### src/hdl/assert_macros.svh
// Assertion macros used by the scheduler RTL
`ifndef ASSERT_MACROS_SVH
`define ASSERT_MACROS_SVH
// Check that a condition holds on every rising clock edge outside reset
`define ASSERT_ALWAYS(lbl, cond, msg) \
  lbl: assert property (@(posedge clk_i) disable iff (!rst_ni) (cond)) else $error(msg);
// Check that an antecedent is followed by a consequent (any property operator)
`define ASSERT_PROP(lbl, prop, msg) \
  lbl: assert property (@(posedge clk_i) disable iff (!rst_ni) prop) else $error(msg);
`endif

### src/hdl/rrts_pkg.sv
// Types and constants of the round-robin task scheduler
`default_nettype none
package rrts_pkg;

  typedef enum logic [2:0] {
    K_TICK    = 3'd0,
    K_CREATE  = 3'd1,
    K_BLOCK   = 3'd2,
    K_UNBLOCK = 3'd3,
    K_PRIO    = 3'd4,
    K_REMOVE  = 3'd5
  } kind_e;

  typedef enum logic [2:0] {
    STS_OK         = 3'd0,
    STS_NO_SLOT    = 3'd1,
    STS_ZERO_ENTRY = 3'd2,
    STS_NOT_FOUND  = 3'd3,
    STS_PROTECTED  = 3'd4
  } status_e;

  typedef enum logic [1:0] {
    RS_READY   = 2'd0,
    RS_RUNNING = 2'd1,
    RS_BLOCKED = 2'd2
  } run_e;

  localparam logic [31:0] FIRST_ID   = 32'd9123;
  localparam logic [7:0]  FULL_SLICE = 8'd255;

  typedef struct packed {
    logic [2:0]  kind;
    logic [31:0] task_id;
    logic [7:0]  priority_req;
    logic [31:0] entry_address;
  } req_t;

  typedef struct packed {
    logic [2:0]  status;
    logic [3:0]  running_slot;
    logic [31:0] running_id;
    logic        switched;
    logic [31:0] created_id;
  } rsp_t;

  typedef struct packed {
    logic        active;
    logic [1:0]  state;
    logic [31:0] id;
    logic [7:0]  slice;
    logic [7:0]  ticks;
  } slot_t;

  localparam slot_t SLOT0_INIT = '{active: 1'b1, state: RS_RUNNING, id: FIRST_ID,
                                   slice: FULL_SLICE, ticks: FULL_SLICE};

endpackage
`default_nettype wire

### src/hdl/rrts_ram.sv
// Generic single-write, single-read RAM with registered read data
`default_nettype none
module rrts_ram #(
  parameter int unsigned WIDTH = 8,
  parameter int unsigned DEPTH = 16
) (
  input  wire logic                     clk_i,
  input  wire logic                     we_i,
  input  wire logic [$clog2(DEPTH)-1:0] waddr_i,
  input  wire logic [WIDTH-1:0]         wdata_i,
  input  wire logic                     re_i,
  input  wire logic [$clog2(DEPTH)-1:0] raddr_i,
  output logic      [WIDTH-1:0]         rdata_o
);
  logic [WIDTH-1:0] mem_q [DEPTH];

  always_ff @(posedge clk_i) begin
    if (we_i) begin
      mem_q[waddr_i] <= wdata_i;
    end
    if (re_i) begin
      rdata_o <= mem_q[raddr_i];
    end
  end
endmodule
`default_nettype wire

### src/hdl/rrts_seq.sv
// Scheduler sequencer: slot scans, reschedule and task table updates
`default_nettype none
`include "assert_macros.svh"
module rrts_seq import rrts_pkg::*; #(
  parameter int unsigned TASK_SLOTS = 16
) (
  input  wire logic clk_i,
  input  wire logic rst_ni,
  input  wire logic req_valid_i,
  output logic      req_ready_o,
  input  wire req_t req_i,
  output logic      res_valid_o,
  input  wire logic res_ready_i,
  output rsp_t      res_o
);
  localparam int unsigned SlotW = $clog2(TASK_SLOTS);
  localparam int unsigned CntW  = $clog2(TASK_SLOTS + 1);
  typedef logic [SlotW-1:0] slot_idx_t;
  localparam slot_idx_t LastSlot = slot_idx_t'(TASK_SLOTS - 1);

  localparam logic [3:0] ST_CLR   = 4'd0;
  localparam logic [3:0] ST_IDLE  = 4'd1;
  localparam logic [3:0] ST_RCUR  = 4'd2;
  localparam logic [3:0] ST_DECR  = 4'd3;
  localparam logic [3:0] ST_SCAN  = 4'd4;
  localparam logic [3:0] ST_SRCH  = 4'd5;
  localparam logic [3:0] ST_WCUR  = 4'd6;
  localparam logic [3:0] ST_WCAND = 4'd7;
  localparam logic [3:0] ST_OUT   = 4'd8;

  function automatic slot_idx_t next_slot(slot_idx_t i);
    return (i == LastSlot) ? '0 : slot_idx_t'(i + 1'b1);
  endfunction

  logic [3:0]  state_q, state_d;
  logic [2:0]  kind_q;
  logic [31:0] id_in_q;
  logic [7:0]  prio_q;
  logic [31:0] entry_q;
  slot_idx_t   clr_q;
  slot_idx_t   iss_idx_q, iss_idx_d;
  logic [CntW-1:0] iss_cnt_q, iss_cnt_d;
  logic        pend_q, pend_d;
  slot_idx_t   pidx_q;
  logic        plast_q;
  slot_idx_t   cur_slot_q;
  logic [31:0] cur_id_q;
  logic [31:0] id_ctr_q;
  slot_t       cur_rec_q, cur_rec_d;
  slot_idx_t   cand_q;
  slot_t       cand_rec_q;
  logic [2:0]  status_q, status_d;
  logic [31:0] created_q;
  logic        sw_q;

  logic        we, re, issue, hit, scanning, create_ok;
  slot_idx_t   waddr, raddr;
  slot_t       wdata, rdata, rec_sel, rec_mod, dec_rec;

  rrts_ram #(.WIDTH($bits(slot_t)), .DEPTH(TASK_SLOTS)) u_ram (
    .clk_i   (clk_i),
    .we_i    (we),
    .waddr_i (waddr),
    .wdata_i (wdata),
    .re_i    (re),
    .raddr_i (raddr),
    .rdata_o (rdata)
  );

  assign req_ready_o = (state_q == ST_IDLE);
  assign res_valid_o = (state_q == ST_OUT);
  assign scanning    = (state_q == ST_SCAN) || (state_q == ST_SRCH);
  assign issue       = scanning && (iss_cnt_q != CntW'(TASK_SLOTS));

  always_comb begin
    rec_sel = rdata;
    if (state_q == ST_SRCH && pidx_q == cur_slot_q) begin
      rec_sel = cur_rec_q;
    end
  end

  always_comb begin
    hit = 1'b0;
    if (state_q == ST_SRCH) begin
      hit = rec_sel.active && (rec_sel.state == RS_READY || rec_sel.state == RS_RUNNING);
    end else if (kind_q == K_CREATE) begin
      hit = !rec_sel.active;
    end else begin
      hit = rec_sel.active && (rec_sel.id == id_in_q);
    end
    hit = hit && pend_q;
  end

  always_comb begin
    dec_rec = cur_rec_q;
    if (cur_rec_q.ticks != 8'd0) begin
      dec_rec.ticks = cur_rec_q.ticks - 8'd1;
    end
  end

  always_comb begin
    rec_mod = rec_sel;
    case (kind_q)
      K_BLOCK:   rec_mod.state = RS_BLOCKED;
      K_UNBLOCK: begin
        rec_mod.state = RS_READY;
        rec_mod.ticks = rec_sel.slice;
      end
      K_PRIO: begin
        rec_mod.slice = prio_q;
        rec_mod.ticks = prio_q;
      end
      K_REMOVE:  rec_mod = '0;
      default:   rec_mod = '{active: 1'b1, state: RS_READY, id: id_ctr_q,
                             slice: prio_q, ticks: prio_q};
    endcase
  end

  assign create_ok = (entry_q != 32'd0);

  always_comb begin
    state_d   = state_q;
    we        = 1'b0;
    waddr     = cur_slot_q;
    wdata     = cur_rec_q;
    re        = 1'b0;
    raddr     = iss_idx_q;
    iss_idx_d = iss_idx_q;
    iss_cnt_d = iss_cnt_q;
    pend_d    = 1'b0;
    cur_rec_d = cur_rec_q;
    status_d  = status_q;
    if (issue) begin
      re        = 1'b1;
      iss_idx_d = next_slot(iss_idx_q);
      iss_cnt_d = iss_cnt_q + 1'b1;
      pend_d    = 1'b1;
    end
    case (state_q)
      ST_CLR: begin
        we    = 1'b1;
        waddr = clr_q;
        wdata = (clr_q == '0) ? SLOT0_INIT : '0;
        if (clr_q == LastSlot) begin
          state_d = ST_IDLE;
        end
      end
      ST_IDLE: begin
        status_d = STS_OK;
        if (req_valid_i) begin
          iss_idx_d = '0;
          iss_cnt_d = '0;
          if (req_i.kind == K_TICK) begin
            re      = 1'b1;
            raddr   = cur_slot_q;
            state_d = ST_RCUR;
          end else if (req_i.kind >= K_CREATE && req_i.kind <= K_REMOVE) begin
            state_d = ST_SCAN;
          end else begin
            state_d = ST_OUT;
          end
        end
      end
      ST_RCUR: begin
        cur_rec_d = rdata;
        state_d   = ST_DECR;
      end
      ST_DECR: begin
        if (dec_rec.ticks != 8'd0 && dec_rec.state == RS_RUNNING) begin
          we      = 1'b1;
          wdata   = dec_rec;
          state_d = ST_OUT;
        end else begin
          cur_rec_d = dec_rec;
          iss_idx_d = next_slot(cur_slot_q);
          iss_cnt_d = '0;
          state_d   = ST_SRCH;
        end
      end
      ST_SCAN: begin
        if (hit) begin
          pend_d  = 1'b0;
          state_d = ST_OUT;
          if (kind_q == K_CREATE) begin
            if (!create_ok) begin
              status_d = STS_ZERO_ENTRY;
            end else begin
              we    = 1'b1;
              waddr = pidx_q;
              wdata = rec_mod;
            end
          end else if (kind_q == K_REMOVE && rec_sel.id == FIRST_ID) begin
            status_d = STS_PROTECTED;
          end else if ((kind_q == K_BLOCK || kind_q == K_REMOVE) && pidx_q == cur_slot_q) begin
            cur_rec_d = rec_mod;
            state_d   = ST_DECR;
          end else begin
            we    = 1'b1;
            waddr = pidx_q;
            wdata = rec_mod;
          end
        end else if (pend_q && plast_q) begin
          pend_d   = 1'b0;
          status_d = (kind_q == K_CREATE) ? STS_NO_SLOT : STS_NOT_FOUND;
          state_d  = ST_OUT;
        end
      end
      ST_SRCH: begin
        if (hit) begin
          pend_d  = 1'b0;
          state_d = ST_WCUR;
        end else if (pend_q && plast_q) begin
          pend_d      = 1'b0;
          we          = 1'b1;
          wdata       = cur_rec_q;
          wdata.ticks = cur_rec_q.slice;
          state_d     = ST_OUT;
        end
      end
      ST_WCUR: begin
        we = 1'b1;
        if (cur_rec_q.state == RS_RUNNING) begin
          wdata.state = RS_READY;
        end
        state_d = ST_WCAND;
      end
      ST_WCAND: begin
        we      = 1'b1;
        waddr   = cand_q;
        wdata   = cand_rec_q;
        state_d = ST_OUT;
      end
      ST_OUT: begin
        if (res_ready_i) begin
          state_d = ST_IDLE;
        end
      end
      default: state_d = ST_IDLE;
    endcase
  end

  always_ff @(posedge clk_i or negedge rst_ni) begin
    if (!rst_ni) begin
      state_q    <= ST_CLR;
      clr_q      <= '0;
      pend_q     <= 1'b0;
      iss_cnt_q  <= '0;
      cur_slot_q <= '0;
      cur_id_q   <= FIRST_ID;
      id_ctr_q   <= FIRST_ID + 32'd1;
      sw_q       <= 1'b0;
      status_q   <= STS_OK;
      created_q  <= '0;
    end else begin
      state_q   <= state_d;
      pend_q    <= pend_d;
      iss_cnt_q <= iss_cnt_d;
      status_q  <= status_d;
      if (state_q == ST_CLR) begin
        clr_q <= next_slot(clr_q);
      end
      if (state_q == ST_IDLE && req_valid_i) begin
        sw_q      <= 1'b0;
        created_q <= '0;
      end
      if (state_q == ST_SCAN && hit && kind_q == K_CREATE && create_ok) begin
        created_q <= id_ctr_q;
        id_ctr_q  <= id_ctr_q + 32'd1;
      end
      if (state_q == ST_WCAND) begin
        cur_slot_q <= cand_q;
        cur_id_q   <= cand_rec_q.id;
        sw_q       <= (cand_q != cur_slot_q);
      end else if (we && waddr == cur_slot_q && state_q != ST_CLR) begin
        cur_id_q <= wdata.id;
      end
    end
  end

  always_ff @(posedge clk_i) begin
    iss_idx_q <= iss_idx_d;
    cur_rec_q <= cur_rec_d;
    if (issue) begin
      pidx_q  <= iss_idx_q;
      plast_q <= (iss_cnt_q == CntW'(TASK_SLOTS - 1));
    end
    if (state_q == ST_IDLE && req_valid_i) begin
      kind_q  <= req_i.kind;
      id_in_q <= req_i.task_id;
      prio_q  <= req_i.priority_req;
      entry_q <= req_i.entry_address;
    end
    if (state_q == ST_SRCH && hit) begin
      cand_q     <= pidx_q;
      cand_rec_q <= '{active: rec_sel.active, state: RS_RUNNING, id: rec_sel.id,
                      slice: rec_sel.slice, ticks: rec_sel.slice};
    end
  end

  always_comb begin
    res_o              = '0;
    res_o.status       = status_q;
    res_o.running_slot = 4'(cur_slot_q);
    res_o.running_id   = cur_id_q;
    res_o.switched     = sw_q;
    res_o.created_id   = created_q;
  end

  `ASSERT_PROP(a_cur_slot_hold, (state_q != ST_WCAND) |=> $stable(cur_slot_q), "current slot moved outside a switch")
  `ASSERT_ALWAYS(a_no_write_in_scan, !(scanning && !hit && !(pend_q && plast_q)) || !we, "table write during a scan")
  `ASSERT_PROP(a_id_ctr_hold, (state_q != ST_SCAN) |=> $stable(id_ctr_q), "id counter moved outside a create")
endmodule
`default_nettype wire

### config.mk
export PLATFORM = sky130hd
export DESIGN_NAME = rrts_seq
export DESIGN_NICKNAME = d
export VERILOG_FILES = /design/src/hdl/rrts_pkg.sv /design/src/hdl/rrts_ram.sv /design/src/hdl/rrts_seq.sv
export VERILOG_INCLUDE_DIRS = /design/src /design/src/hdl
export SDC_FILE = /design/constraint.sdc
export NUM_CORES = 2
export LEC_CHECK = 0
export BUFFER_PORTS_ARGS = -buffer_cell sky130_fd_sc_hd__buf_2
export CORE_MARGIN = 2
export CORE_UTILIZATION = 40
export CTS_CLUSTER_SIZE = 30
export DETAILED_ROUTE_END_ITERATION = 10
export PLACE_DENSITY = 0.52
export SLEW_MARGIN = 15
export SYNTH_ARGS = -nofsm -noshare
export SYNTH_HDL_FRONTEND = slang
export SYNTH_SLANG_ARGS = --single-unit
### constraint.sdc
create_clock -name clk_i -period 16.1 [get_ports clk_i]
set_input_delay 3.22 -clock clk_i [delete_from_list [all_inputs] [get_ports clk_i]]
set_output_delay 3.22 -clock clk_i [all_outputs]
set_load 0.01 [all_outputs]
==> impl_results.md <==
* First-pass GRT wire length at 215000 µm
* Sequential cell area at 0.0344 mm²
* Via count at 29800
* VDD IR max at 0.0938 mV
* Post-synth ARST share at 0.101
* Share of cells above drive strength 1 at 0.213
* Area of the multi-input gates at 0.0138 mm²
* Root Buffer: clkbuf_16
* Post-synthesis cell type count at 91
* Post-cts sizing count at 0
* IO buf count at 152
* Final setup skew at 45.9 ps
* Max FO, Critical Path at 48
* Worst-Margin Slew at 1120 ps
* Core area at 0.122 mm²
* Clock slew at the register clock pins of the worst setup and hold paths at 60 ps
* Period utilization at 0.460
* DRC at 0
* Critical path endpoint category: flip-flop
* R2r worst-path depth at 15
* Final hold violation count at 0
* Final setup TNS at 0 ps
* Global-route usage over all layers at 0.235
* IO Count at 153
* DRT met1 WL at 64100 µm
* DRT Pass-1 Iters at 6
* Initial antenna violation count at 3
* Flops & latches, synth at 1165
* Syn nets at 3189
* Row Count at 128
* YS warnings at 0
* DR WL met3 at 11800 µm
* Setup violators final at 0
* Final core occ at 0.460
* Worst r2r src: state_q[2]$_DFFE_PN0P_
* Headroom to the max-slew limit at 0.257
* Mapped cell area at 0.0489 mm²
* Max Slew Vio Count at 0
* Largest net degree at the start of global routing at 129
* Starting density of the core at 0.403
* Post-CTS setup buffer count at 0
* Num CTS Buffers at 121
* Final layout net count at 3398
* Number of flops mapped to enable cells by yosys at 1043
* GRT overflow at 0
* TritonCTS clock tree: done
* Gpl congestion at 0.937
* Yosys top cell by area: edfxtp_1
* Wire per inst at 29.5 µm
* Worst-skew pair later-pin latency at 730 ps
* DP Wirelength at 91500 µm
* Clock sink count at 1165
* Critical Path RT at 16440 ps
* CP arrival at 7740 ps
* Number of DRC markers in iteration 0 at 3507
* Die Width at 354 µm
* Area fraction of the dominant cell type after synthesis at 0.640
* WL final at 149000 µm
* Pwr Density at 165 mW/mm²
* Crit path to: u_ram.mem_q[14][44]$_DFFE_PP_
* Reg2reg setup slack at 8700 ps
* Layout area overhead at 14.3%
* Highest routed layer: met4
* Cells after Synth at 3099
* Routed vias/inst at 5.92
* Seq/Total Area, Yosys at 0.702
* Die height at 354 µm
* Worst Hold Class: flip-flop to flip-flop
* Status: finished, final reports clean
* Clock Tree Buf Depth at 3
* Cell depth of the worst hold path at 1
* Ranking of synthesized cells by area: edfxtp_1 64%, mux4_2 9.5%, dfrtp_1 5.4%
* Leak Pwr at 19.8 nW
* Top FF cell, synth: edfxtp_1
* Die footprint at 0.125 mm²
* F_max at 0.135 GHz
* Max_cap viols at 0
* H-Tree Level Count at 3
* RSZ-0062 raised after global routing: no
* Reg2Reg Capture Point: u_ram.mem_q[14][44]$_DFFE_PP_
* Crit path time final at 7400 ps
* WS Path Type: flip-flop to flip-flop
* Met2 routed WL at 67900 µm
* Synthesized area per cell at 15.8 µm²
* Startpoint Class: flip-flop
* Fillers at 10400
* Vias in the first global route at 30000
* Worst Setup SP: state_q[2]$_DFFE_PN0P_
* Final ANT Viol Nets at 0
* Hold Buf Count CTS at 0
registers in the layout, summed over array words and instances (netlist names), 5 cells and up:
signal,count
cand_rec_q,41
created_q,32
cur_id_q,32
cur_rec_q,51
entry_q,32
id_ctr_q,32
id_in_q,32
iss_cnt_q,5
prio_q,8
u_ram.mem_q,816
u_ram.rdata_o,51
routing by layer:
layer / vias to the layer above / global-route usage
met4: 0 / 0.0831
met2: 1353 / 0.363
met5: - / 0
met1: 15600 / 0.341
met3: 246 / 0.0353
li1: 12600 / -
worst max-delay path: stages, from the launching register on:
cell and delay [ps]:
dfrtp_1 590, nand2b_1 310, nor3b_2 240, buf_4 390, nand2_2 390, buf_4 410, mux2i_1 260, a2111oi_0 600
and4_1 380, a21boi_4 80, buf_4 350, o21ai_0 440, or3b_1 600, nor4b_2 830, buf_4 400, buf_4 610
layout make-up:
class | count | area share
antenna | 2 | 0.0000895
clock buffer | 153 | 0.0568
clock inverter | 74 | 0.0119
inverter | 83 | 0.00559
multi-input combinational | 1679 | 0.246
sequential | 1165 | 0.614
tap | 1625 | 0.0364
timing repair buffer | 258 | 0.0283
how the worst min path moves through the flow:
stage | start | to
after global placement | cur_id_q[12]$_DFFE_PN0P_ | cur_id_q[12]$_DFFE_PN0P_
after global routing | created_q[8]$_DFFE_PN0P_ | created_q[8]$_DFFE_PN0P_
after floorplan | id_ctr_q[31]$_DFFE_PN0P_ | id_ctr_q[31]$_DFFE_PN0P_
after detailed placement | cur_id_q[3]$_DFFE_PN0P_ | cur_id_q[3]$_DFFE_PN0P_
after CTS | cur_id_q[3]$_DFFE_PN0P_ | cur_id_q[3]$_DFFE_PN0P_
final | cur_id_q[12]$_DFFE_PN0P_ | cur_id_q[12]$_DFFE_PN0P_
kinds of logic after synthesis:
| family | count (synthesis) | share of synthesized area |
|---|---|---|
| AO/OA/AOI/OAI | 492 | 0.0713 |
| XOR/XNOR | 74 | 0.0132 |
| adder cells (fa/ha/maj) | 11 | 0.00281 |
| buffers and inverters | 255 | 0.0213 |
| flip-flops | 1165 | 0.702 |
| multiplexers | 274 | 0.110 |
| AND/OR/NAND/NOR | 828 | 0.0790 |
through the flow:
stage          std cells  instance area (µm²)  hold slack [ps]  power, W  setup WS, ps
6_report            5039                55900              492   0.00924          8700
5_1_grt             5037                55900              518   0.00961          8400
4_1_cts             5036                55900              500   0.00930          8860
3_5_place_dp        4809                52100              474   0.00657          8380
3_3_place_gp        4807                52000              478   0.00651          8390
2_1_floorplan       3099                48900              463   0.00569          6840
synthesized netlist by cell type (29+ instances only):
cell type  number
xnor2_1        40
clkbuf_1      114
dfrtp_1       105
o21ai_0        73
xor2_1         34
a211oi_1       56
a31oi_1        62
mux4_2        207
buf_2          29
a22o_1         32
nor3_1         46
nor4_1         32
nand3_1        82
inv_1          80
nor2_1         92
edfxtp_1     1043
mux2i_1        33
and2_1         63
a21oi_1        74
nand2_1       409
cell usage in the layout, fill, tap and decap left out, types with 32 or more instances in the layout:
master        n
a211oi_1     56
nor2_1       89
mux4_2      207
mux2i_1      32
o21ai_0      73
xor2_1       34
nor3_1       36
nand3_1      82
a21oi_1      71
edfxtp_1   1043
inv_1        79
buf_4       102
nand2_1     408
dfrtp_1     105
a22o_1       32
clkbuf_16   121
a31oi_1      61
buf_2       152
xnor2_1      39
and2_1       63
where the power goes:
part	switching, W	internal, W	leakage (nW)
sequential	0.000148	0.00409	11.2
combinational	0.00146	0.000808	6.71
clock	0.00119	0.00154	1.87
No activity file was read; power rests on OpenSTA's default activity.
